## config.mk

```make
export PLATFORM = sky130hd
export DESIGN_NAME = graph_k_colouring_backtrack
export DESIGN_NICKNAME = d
export VERILOG_FILES = /design/src/gkc_pkg.sv /design/src/gkc_ctrl.sv /design/src/gkc_dp.sv /design/src/graph_k_colouring_backtrack.sv
export SDC_FILE = /design/constraint.sdc
export NUM_CORES = 2
export LEC_CHECK = 0
export BUFFER_PORTS_ARGS = -buffer_cell sky130_fd_sc_hd__buf_2
export CORE_MARGIN = 4
export CORE_UTILIZATION = 30
export CTS_BUF_LIST = sky130_fd_sc_hd__clkbuf_16
export DETAILED_ROUTE_END_ITERATION = 8
export GPL_ROUTABILITY_DRIVEN = 1
export HOLD_SLACK_MARGIN = 0.08
export SETUP_SLACK_MARGIN = 0.02
export SYNTH_ARGS = -nofsm -noshare
export SYNTH_HDL_FRONTEND = slang
export SYNTH_HIERARCHICAL = 1
export SYNTH_SLANG_ARGS = --single-unit
```

## constraint.sdc

```tcl
create_clock -name clock -period 5.2 [get_ports clock]
set_input_delay 0 -clock clock [delete_from_list [all_inputs] [get_ports clock]]
set_output_delay 0 -clock clock [all_outputs]
set_load 0.02 [all_outputs]
```

## src/gkc_pkg.sv

```systemverilog
// shared types and constants for the graph colouring block
package gkc_pkg;

   localparam int ROW_W      = 32;  // adjacency row width on the input channel
   localparam int VCFG_W     = 6;   // vertex_count register width
   localparam int KCFG_W     = 5;   // colour_count register width
   localparam int COL_W      = 5;   // stored and reported colour width
   localparam int VTX_W      = 5;   // reported vertex width
   localparam int CAND_W     = 6;   // candidate colour, may run one past k
   localparam int CSR_ADDR_W = 1;
   localparam int CSR_DATA_W = 6;

   localparam logic [CSR_ADDR_W-1:0] CSR_VERTEX_COUNT = 1'd0;
   localparam logic [CSR_ADDR_W-1:0] CSR_COLOUR_COUNT = 1'd1;

   // commands from the sequencer to the datapath
   typedef struct packed {
      logic load_row;
      logic fetch;
      logic next_cand;
      logic place;
      logic unplace;
      logic v_inc;
      logic v_dec;
      logic v_zero;
      logic emit_ok;
      logic emit_fail;
      logic clear;
   } gkc_cmd_type;

   // status from the datapath to the sequencer
   typedef struct packed {
      logic row_done;
      logic cand_over;
      logic fits;
      logic v_first;
      logic v_last;
      logic out_free;
   } gkc_status_type;

endpackage

```

## src/gkc_ctrl.sv

```systemverilog
// sequencer for row loading, backtracking search and result emission
module gkc_ctrl (
   input  logic                   clock,
   input  logic                   reset,
   input  logic                   req_valid,
   output logic                   req_stall,
   input  gkc_pkg::gkc_status_type status,
   output gkc_pkg::gkc_cmd_type    cmd
);
   import gkc_pkg::*;

   typedef enum logic [2:0] {
      ST_LOAD,
      ST_FETCH,
      ST_TRY,
      ST_EMIT,
      ST_FAIL
   } state_type;

   state_type state_ff, state_in;

   always_ff @(posedge clock) begin
      if (reset) begin
         state_ff <= ST_LOAD;
      end else begin
         state_ff <= state_in;
      end
   end

   assign req_stall = (state_ff != ST_LOAD);

   always_comb begin
      state_in = state_ff;
      cmd      = '0;
      case (state_ff)
         ST_LOAD: begin
            if (req_valid) begin
               cmd.load_row = 1'b1;
               if (status.row_done) begin
                  state_in = ST_FETCH;
               end
            end
         end
         ST_FETCH: begin
            cmd.fetch = 1'b1;
            state_in  = ST_TRY;
         end
         ST_TRY: begin
            if (status.cand_over) begin
               // no colour left for this vertex: back up
               cmd.unplace = 1'b1;
               if (status.v_first) begin
                  state_in = ST_FAIL;
               end else begin
                  cmd.v_dec = 1'b1;
                  state_in  = ST_FETCH;
               end
            end else if (status.fits) begin
               cmd.place = 1'b1;
               if (status.v_last) begin
                  cmd.v_zero = 1'b1;
                  state_in   = ST_EMIT;
               end else begin
                  cmd.v_inc = 1'b1;
                  state_in  = ST_FETCH;
               end
            end else begin
               cmd.next_cand = 1'b1;
            end
         end
         ST_EMIT: begin
            if (status.out_free) begin
               cmd.emit_ok = 1'b1;
               cmd.v_inc   = 1'b1;
               if (status.v_last) begin
                  cmd.clear = 1'b1;
                  state_in  = ST_LOAD;
               end
            end
         end
         ST_FAIL: begin
            if (status.out_free) begin
               cmd.emit_fail = 1'b1;
               cmd.clear     = 1'b1;
               state_in      = ST_LOAD;
            end
         end
         default: begin
            state_in = ST_LOAD;
         end
      endcase
   end

endmodule

```

## src/gkc_dp.sv

```systemverilog
// datapath: config registers, adjacency memory, colour store, search and output registers
module gkc_dp #(
   parameter int MAX_VERTICES = 32,
   parameter int MAX_COLOURS  = 16
) (
   input  logic                              clock,
   input  logic                              reset,
   input  logic                              csr_write,
   input  logic [gkc_pkg::CSR_ADDR_W-1:0]    csr_addr,
   input  logic [gkc_pkg::CSR_DATA_W-1:0]    csr_wdata,
   input  logic [gkc_pkg::ROW_W-1:0]         req_row_bits,
   input  gkc_pkg::gkc_cmd_type              cmd,
   output gkc_pkg::gkc_status_type           status,
   output logic                              rsp_valid,
   input  logic                              rsp_stall,
   output logic                              rsp_found,
   output logic [gkc_pkg::VTX_W-1:0]         rsp_vertex,
   output logic [gkc_pkg::COL_W-1:0]         rsp_colour,
   output logic                              rsp_last
);
   import gkc_pkg::*;

   localparam int IDX_W     = (MAX_VERTICES > 1) ? $clog2(MAX_VERTICES) : 1;
   localparam int CNT_W     = $clog2(MAX_VERTICES + 1);
   localparam int CMP_W     = CNT_W + 1;
   localparam int NEXT_W    = VCFG_W + 1;
   localparam int ROW_EXT_W = (ROW_W > MAX_VERTICES) ? ROW_W : MAX_VERTICES;
   localparam int V_EXT_W   = (IDX_W > VTX_W) ? IDX_W : VTX_W;

   // configuration
   logic [VCFG_W-1:0] vcount_ff;
   logic [KCFG_W-1:0] kcount_ff;

   always_ff @(posedge clock) begin
      if (reset) begin
         vcount_ff <= VCFG_W'(32);
         kcount_ff <= KCFG_W'(3);
      end else if (csr_write) begin
         case (csr_addr)
            CSR_VERTEX_COUNT: vcount_ff <= csr_wdata[VCFG_W-1:0];
            CSR_COLOUR_COUNT: kcount_ff <= csr_wdata[KCFG_W-1:0];
            default: begin
            end
         endcase
      end
   end

   // effective n and k after saturation
   logic [NEXT_W-1:0] vcount_ext;
   logic [CMP_W-1:0]  n_eff;
   logic [KCFG_W-1:0] k_eff;

   always_comb begin
      vcount_ext = NEXT_W'(vcount_ff);
      if (vcount_ff == '0) begin
         n_eff = CMP_W'(1);
      end else if (vcount_ext > NEXT_W'(MAX_VERTICES)) begin
         n_eff = CMP_W'(MAX_VERTICES);
      end else begin
         n_eff = CMP_W'(vcount_ext);
      end
      if (kcount_ff > KCFG_W'(MAX_COLOURS)) begin
         k_eff = KCFG_W'(MAX_COLOURS);
      end else begin
         k_eff = kcount_ff;
      end
   end

   // row loading
   logic [CNT_W-1:0]        rows_ff;
   logic [ROW_EXT_W-1:0]    row_ext;
   logic [MAX_VERTICES-1:0] adj_mem [MAX_VERTICES];

   assign row_ext = ROW_EXT_W'(req_row_bits);

   always_ff @(posedge clock) begin
      if (reset) begin
         rows_ff <= '0;
      end else if (cmd.clear) begin
         rows_ff <= '0;
      end else if (cmd.load_row) begin
         rows_ff <= rows_ff + CNT_W'(1);
      end
   end

   always_ff @(posedge clock) begin
      if (cmd.load_row) begin
         adj_mem[rows_ff[IDX_W-1:0]] <= row_ext[MAX_VERTICES-1:0];
      end
   end

   // search state
   logic [IDX_W-1:0]        v_ff;
   logic [CAND_W-1:0]       cand_ff;
   logic [MAX_VERTICES-1:0] row_ff;
   logic [COL_W-1:0]        cs_ff [MAX_VERTICES];
   logic [COL_W-1:0]        cs_cur;

   assign cs_cur = cs_ff[v_ff];

   always_ff @(posedge clock) begin
      if (reset) begin
         v_ff <= '0;
      end else if (cmd.clear || cmd.v_zero) begin
         v_ff <= '0;
      end else if (cmd.v_inc) begin
         v_ff <= v_ff + IDX_W'(1);
      end else if (cmd.v_dec) begin
         v_ff <= v_ff - IDX_W'(1);
      end
   end

   always_ff @(posedge clock) begin
      if (cmd.fetch) begin
         row_ff  <= adj_mem[v_ff];
         cand_ff <= CAND_W'(cs_cur) + CAND_W'(1);
      end else if (cmd.next_cand) begin
         cand_ff <= cand_ff + CAND_W'(1);
      end
   end

   always_ff @(posedge clock) begin
      if (reset || cmd.clear) begin
         for (int i = 0; i < MAX_VERTICES; i++) begin
            cs_ff[i] <= '0;
         end
      end else if (cmd.place) begin
         cs_ff[v_ff] <= cand_ff[COL_W-1:0];
      end else if (cmd.unplace) begin
         cs_ff[v_ff] <= '0;
      end
   end

   // a neighbour below n, other than v itself, holding the candidate rejects it
   logic conflict;

   always_comb begin
      conflict = 1'b0;
      for (int i = 0; i < MAX_VERTICES; i++) begin
         if (row_ff[i] && (CMP_W'(i) < n_eff) && (IDX_W'(i) != v_ff) &&
             (CAND_W'(cs_ff[i]) == cand_ff)) begin
            conflict = 1'b1;
         end
      end
   end

   logic              out_free;
   logic [CMP_W-1:0]  v_next;
   logic [V_EXT_W-1:0] v_ext;

   assign v_next = CMP_W'(v_ff) + CMP_W'(1);
   assign v_ext  = V_EXT_W'(v_ff);

   always_comb begin
      status.row_done  = (CMP_W'(rows_ff) + CMP_W'(1)) >= n_eff;
      status.cand_over = cand_ff > CAND_W'(k_eff);
      status.fits      = !conflict;
      status.v_first   = (v_ff == '0);
      status.v_last    = v_next >= n_eff;
      status.out_free  = out_free;
   end

   // output register
   logic               out_valid_ff;
   logic               out_found_ff;
   logic [VTX_W-1:0]   out_vertex_ff;
   logic [COL_W-1:0]   out_colour_ff;
   logic               out_last_ff;

   assign out_free = !out_valid_ff || !rsp_stall;

   always_ff @(posedge clock) begin
      if (reset) begin
         out_valid_ff <= 1'b0;
      end else if (cmd.emit_ok || cmd.emit_fail) begin
         out_valid_ff <= 1'b1;
      end else if (!rsp_stall) begin
         out_valid_ff <= 1'b0;
      end
   end

   always_ff @(posedge clock) begin
      if (cmd.emit_ok) begin
         out_found_ff  <= 1'b1;
         out_vertex_ff <= v_ext[VTX_W-1:0];
         out_colour_ff <= cs_cur;
         out_last_ff   <= status.v_last;
      end else if (cmd.emit_fail) begin
         out_found_ff  <= 1'b0;
         out_vertex_ff <= '0;
         out_colour_ff <= '0;
         out_last_ff   <= 1'b1;
      end
   end

   assign rsp_valid  = out_valid_ff;
   assign rsp_found  = out_found_ff;
   assign rsp_vertex = out_vertex_ff;
   assign rsp_colour = out_colour_ff;
   assign rsp_last   = out_last_ff;

endmodule

```

## src/graph_k_colouring_backtrack.sv

```systemverilog
// Graph k-colouring by depth-first backtracking search.
// Input channel (req_): one adjacency row per transfer; bit j means an edge to
// vertex j. Rows load at one per cycle. The transfer of row n-1 starts the
// search, and req_stall stays high until the last result has gone into the
// output register.
// Search time: each vertex visit reads its row from the adjacency memory, then
// tries candidate colours in turn, and backs up to the previous vertex when no
// colour fits; backtracking repeats visits, so the total is data dependent and
// can grow exponentially in n.
// Result channel (rsp_): on success one transfer per vertex, in order, at up to
// one per cycle, rsp_last on the final one; on failure a single transfer with
// rsp_found low and rsp_last high. The output register holds a result while
// rsp_stall is high, and the search waits for it.
// Configuration (csr_): vertex_count and colour_count, written while idle.
// Reset: synchronous; returns to loading row 0, clears colours, sets
// vertex_count to 32 and colour_count to 3.
module graph_k_colouring_backtrack #(
   parameter int MAX_VERTICES = 32,
   parameter int MAX_COLOURS  = 16
) (
   input  logic                           clock,
   input  logic                           reset,
   input  logic                           csr_write,
   input  logic [gkc_pkg::CSR_ADDR_W-1:0] csr_addr,
   input  logic [gkc_pkg::CSR_DATA_W-1:0] csr_wdata,
   input  logic                           req_valid,
   output logic                           req_stall,
   input  logic [gkc_pkg::ROW_W-1:0]      req_row_bits,
   output logic                           rsp_valid,
   input  logic                           rsp_stall,
   output logic                           rsp_found,
   output logic [gkc_pkg::VTX_W-1:0]      rsp_vertex,
   output logic [gkc_pkg::COL_W-1:0]      rsp_colour,
   output logic                           rsp_last
);
   import gkc_pkg::*;

   gkc_cmd_type    cmd;
   gkc_status_type status;

   gkc_ctrl u_ctrl (
      .clock     (clock),
      .reset     (reset),
      .req_valid (req_valid),
      .req_stall (req_stall),
      .status    (status),
      .cmd       (cmd)
   );

   gkc_dp #(
      .MAX_VERTICES (MAX_VERTICES),
      .MAX_COLOURS  (MAX_COLOURS)
   ) u_dp (
      .clock        (clock),
      .reset        (reset),
      .csr_write    (csr_write),
      .csr_addr     (csr_addr),
      .csr_wdata    (csr_wdata),
      .req_row_bits (req_row_bits),
      .cmd          (cmd),
      .status       (status),
      .rsp_valid    (rsp_valid),
      .rsp_stall    (rsp_stall),
      .rsp_found    (rsp_found),
      .rsp_vertex   (rsp_vertex),
      .rsp_colour   (rsp_colour),
      .rsp_last     (rsp_last)
   );

endmodule

```

# Word-level counts from Yosys, hierarchy flattened
# Memory sizes are Yosys's and may differ from the RTL's. A register that Yosys moved wholly into a read port is not among the register bits.
# Index checks and enable logic that the tools add are counted.
# totals
ff_bits	44
mem_bits_rw	1184
wordCells	346
inputBits	44
memories	2
out_inout_bits	14
# mem_list
name	depth	width	rd	rd_ports_with_merged_regs	wr	line_no	text
u_dp.adj_mem	32	32	1	1	1	gkc_dp.sv:72	logic [MAX_VERTICES-1:0] adj_mem [MAX_VERTICES];
u_dp.cs_ff	32	5	33	1	32	gkc_dp.sv:96	logic [COL_W-1:0] cs_ff [MAX_VERTICES];
# classes
n_bitwise	2
magnitude_cmp	37
eq_ne	74
mux	97
n_addsub	7
n_reduce_logical	116
# ops
operator	count
5-bit by 6-bit equality test with 1-bit output	32
5-bit by 7-bit < comparator with 1-bit output, first input constant	16
1-bit logical AND	96
5-bit != test, first input constant	16
1-bit two-way mux	66
4-bit by 7-bit < comparator with 1-bit output, first input constant	8
5-bit two-way mux	11
4-bit by 5-bit != test with 1-bit output, first input constant	8
3-bit by 7-bit < comparator with 1-bit output, first input constant	4
3-bit two-way mux	9
3-bit by 5-bit != test with 1-bit output, first input constant	4
6-bit two-way mux	3
3-bit case mux with 5 select lines	1
7-bit greater-or-equal comparator	2
1-bit by 7-bit < comparator with 1-bit output, first input constant	2
2-bit by 7-bit < comparator with 1-bit output, first input constant	2
5-bit by 1-bit adder with 6-bit output, second input constant	2
6-bit by 1-bit adder with 6-bit output, second input constant	2
2-bit by 5-bit != test with 1-bit output, first input constant	2
2-bit two-way mux	4
6-bit by 1-bit adder with 7-bit output, second input constant	1
7-bit two-way mux	1
3-bit by 2-bit equality test with 1-bit output, second input constant	2
6-bit by 5-bit > comparator with 1-bit output	1
25 further kinds	38

# Logic depth before layout (Yosys ltp)
# depth
ltp_word	49
mapped_depth	19
depth_no_buf	17

# Hierarchy
# Netlist, hierarchy kept.
# by_module_without_submodules
mod	seq_area_each_um2	cells_per_inst	n_inst	area_per_inst_um2
gkc_dp	37606.1	2712	1	51966.1
gkc_ctrl	60.1	44	1	352.8

# Least setup slack after synthesis
# OpenSTA, ideal clock, no wires.
# synth_path
path_kind	register to register
from	register u_ctrl.state_ff[2]
to	register u_dp.cand_ff[4] (data pin)
t_arrival_ns	4.276
stages_incl_launch_ff	9
synth_period_minus_slack_ns	4.539
required_time_ns	4.937
setup_slack_ns	0.661
n_path_buf	2
setup_ns	0.263
path_cell_list	dfxtp_1 -> buf_4 -> nor3b_1 -> buf_2 -> mux2_2 -> inv_1 -> ha_1 -> nand3b_1 -> xnor2_1
# synth_rtl
element	line_no	text
start, declared	gkc_ctrl.sv:20	state_type state_ff, state_in;
start signal, assigned	gkc_ctrl.sv:26	state_ff <= state_in;
end signal, assigned	gkc_dp.sv:116	cand_ff <= CAND_W'(cs_cur) + CAND_W'(1);
end signal, assigned	gkc_dp.sv:118	cand_ff <= cand_ff + CAND_W'(1);
end, declared	gkc_dp.sv:94	logic [CAND_W-1:0] cand_ff;

==> results.cfg <==
[min_path]
hp-class = in -> reg
hp-start = csr_wdata[1]
whs_path_depth = 4
hold_end = u_dp/kcount_ff[1]$_SDFFE_PP1P_

[logic_synthesis]
synth-adder-area-share_pct = 0.694
synth_area_um2 = 52300
synth_top_family_by_area = multiplexers
synth_edf_count = 1233
synth_compound_area_share_pct = 1.34
synth_most_common_cell = edfxtp_1
async_flop_share_pct = 0
synth.area.top_cells = edfxtp_1 (71%), mux4_2 (16%), xnor2_1 (1.9%), nor2_1 (1.7%), nand2_1 (1.4%)
synth_area_leader_cell = edfxtp_1
synthesis.nets = 2829
synth_commonest_cells = edfxtp_1 (1233), mux4_2 (368), nor2_1 (233)
synth_ff_type = edfxtp_1
muxShareOfSynthArea_pct = 16.2
synth-xor-area-share_pct = 2.96
yosysWarnings = 6
synth_top_area_share_pct = 70.8
yosys.area_share.simple_pct = 5.33
synth-seq-cells = 1265
yosysUniqueCellTypes = 66
synthCells = 2756
synth-seq-area-share_pct = 72.0
syn-mean-instance-area_um2 = 19.0

[global_routing]
overflow = 0
grt_pass1_vias = 27700
grt_pass1_wl_mm = 201
grt_usage_pct = 15.3
grt_start_max_net_pins = 107
antenna_found_initial = 9

[critical_path]
critPathRequiredTime_ns = 5.62
crit_path_end_kind = register
r2r_end = u_dp/cs_ff[12][2]$_SDFFCE_PN0P_
worstSetupPathType = reg -> reg
reg2regPathDepth = 18
r2r_slack_ns = 0.49
cp.arrival_ns = 5.13
startpoint = u_dp/vcount_ff[1]$_SDFFE_PP0P_
cp_max_fo = 11
r2r_start = u_dp/vcount_ff[1]$_SDFFE_PP0P_
crit_path_start_kind = register

[layout]
syn_to_final_growth_pct = 17.1
post-route-util_pct = 35.3
antenna_cells = 0
layout.nets = 3067
fillers = 16100
drive_gt1_share_pct = 26.2

[clock_network]
cts_tree = built
cts-root-buf = clkbuf_16
clkLatencyLatePin_ns = 0.77
clkTransAtPathRegs_ns = 0.06
htree_levels = 4
post_cts_buffers = 0
numCtsBuffers = 135
clkSinkCount = 1265
clock_path_buffers = 3
ctsResizeCount = 0
cts_hold_buf = 61

[sta]
period_share_pct = 90.6
fmaxAchievable_ghz = 0.212
rsz0062_at_grt = false
setup_violations = 0
slew_headroom_pct = 28.7
whs_ns = 0.150
fin_setup_tns_ns = 0
min_period_ns = 4.71
tightest_slew_ns = 1.07
worst_clock_skew_ns = 0.0473
slew_viol_final = 0
fin_ws_ns = 0.491
finalHoldViolations = 0

[job]
drv_cap = 0

[route]
drt_iter0_markers = 3380
wirelength_mm = 140
routedWlPerCell_um = 25.7
first_pass_iters = 7
vias_per_cell = 5.10
vias = 27600
post-route-drc-count = 0
ant_nets = 0

[power_and_ir_drop]
p_leak_nw = 19.2
ir_drop_mv = 0.321
power-per-cell-area_nw_per_um2 = 392

[floorplanning]
initial_core_util_pct = 30.1
fp-row-count = 153
die_h_um = 426
dieArea_um2 = 181000
core_area_um2 = 174000
dieWidth_um = 426
pin_count = 58

[placed_design]
gp_congestion = 0.949
dp_hpwl_mm = 80.7
place_ws_ns = 0.724
numPortBuffers = 57

[status]
status = finished, final reports clean
==> where the power goes <==
group / switching [mW] / internal [mW]
Sequential: 0.264 / 11.6
Clock: 4.13 / 5.28
Combinational: 1.71 / 1.00
==> worst max path at each step <==
stage | to | slack, ns | depth (start not counted)
detailed placement | u_dp/cs_ff[13][3]$_SDFFCE_PN0P_ | 0.72 | 19
finish | u_dp/cs_ff[12][2]$_SDFFCE_PN0P_ | 0.49 | 18
CTS | u_dp/cs_ff[12][2]$_SDFFCE_PN0P_ | 0.64 | 19
global route | u_dp/cs_ff[12][2]$_SDFFCE_PN0P_ | 0.24 | 19
global placement | u_dp/cs_ff[15][1]$_SDFFCE_PN0P_ | 0.69 | 15
floorplan | u_dp/cand_ff[4]$_DFFE_PP_ | 0.66 | 8
==> metal layers <==
| layer | routed length, um | vias to the layer above | part of all wire (%) | GRT usage (%) |
|---|---|---|---|---|
| li1 | - | 11500 | - | - |
| met1 | 59600 | 14800 | 43 | 21.2 |
| met2 | 66600 | 1116 | 48 | 24.3 |
| met3 | 9470 | 283 | 6.8 | 2.70 |
| met4 | 3940 | 4 | 2.8 | 4.91 |
| met5 | 27 | - | 0.019 | 0 |
==> cells in the final DEF (no fill, tap or decap), drive strengths merged, types with 5 or more instances in the layout <==
cell type and instances:
a2111oi 5, a21o 10, a21oi 20, a31oi 6, and2 6, and3 6, buf 198, bufinv 8
clkbuf 137, clkinv 54, dfxtp 32, dlygate4sd3 61, edfxtp 1233, ha 29, inv 66, mux2i 17
mux4 368, nand2 189, nand2b 17, nand3 32, nand3b 11, nand4 18, nor2 233, nor2b 21
nor3 33, nor4 19, nor4b 6, o2111ai 11, o211ai 6, o21ai 28, or2 7, xnor2 112
xor2 65
==> critical path, stage by stage, from the launching register on <==
cell,delay [ns]
dfxtp_1,0.42
nor2_1,0.28
a21oi_1,0.11
nor2_1,0.22
ha_1,0.27
nand2b_1,0.14
a21o_1,0.17
a21o_1,0.18
a21o_1,0.18
a21o_1,0.18
a21o_1,0.22
a21o_1,0.19
nor2_2,0.42
o21ai_0,0.27
buf_4,0.22
nor2_1,0.36
buf_4,0.23
nand2_1,0.07
nand2_1,0.22
==> through the flow <==
step / total power [mW] / instances / cell area (um^2)
2_1_floorplan: 13.6 / 2756 / 52300
3_3_place_gp: 14.8 / 5121 / 56300
3_5_place_dp: 14.8 / 5121 / 56300
4_1_cts: 24.2 / 5425 / 61300
5_1_grt: 24.9 / 5425 / 61300
6_report: 24.0 / 5425 / 61300
==> sequential cells by signal, summed over array words and instances, names as in the netlist, named ones only <==
name / cells
u_dp/rsp_vertex: 5
u_dp/rsp_valid: 1
u_dp/kcount_ff: 5
u_dp/v_ext: 5
u_dp/rsp_last: 1
u_dp/adj_mem: 1024
u_dp/vcount_ff: 6
u_dp/rsp_found: 1
u_dp/rsp_colour: 5
u_dp/cand_ff: 6
u_dp/row_ff: 32
u_dp/rows_ff: 6
u_ctrl/state_ff: 3
u_dp/cs_ff: 160
==> layout make-up <==
cell class	instances	area (um^2)	area share, %
clock buffer	137	3430	5.60
clock inverter	106	971	1.58
inverter	24	90.1	0.147
multi-input combinational	1309	14100	23.0
sequential	1265	37700	61.5
tap	2325	2910	4.75
timing repair buffer	259	2100	3.43
==> logic make-up (layout without fill, tap and decap cells) <==
kind of cell	after synthesis	in the layout
and+or+nand+nor	612	612
xor gates and xnor gates	177	177
muxes	386	386
AOI/OAI and AO/OA	105	105
adders and majority gates	29	29
buffers and inverters	182	526
DFF	1265	1265
Note: power is estimated with default switching activity, not from simulation.
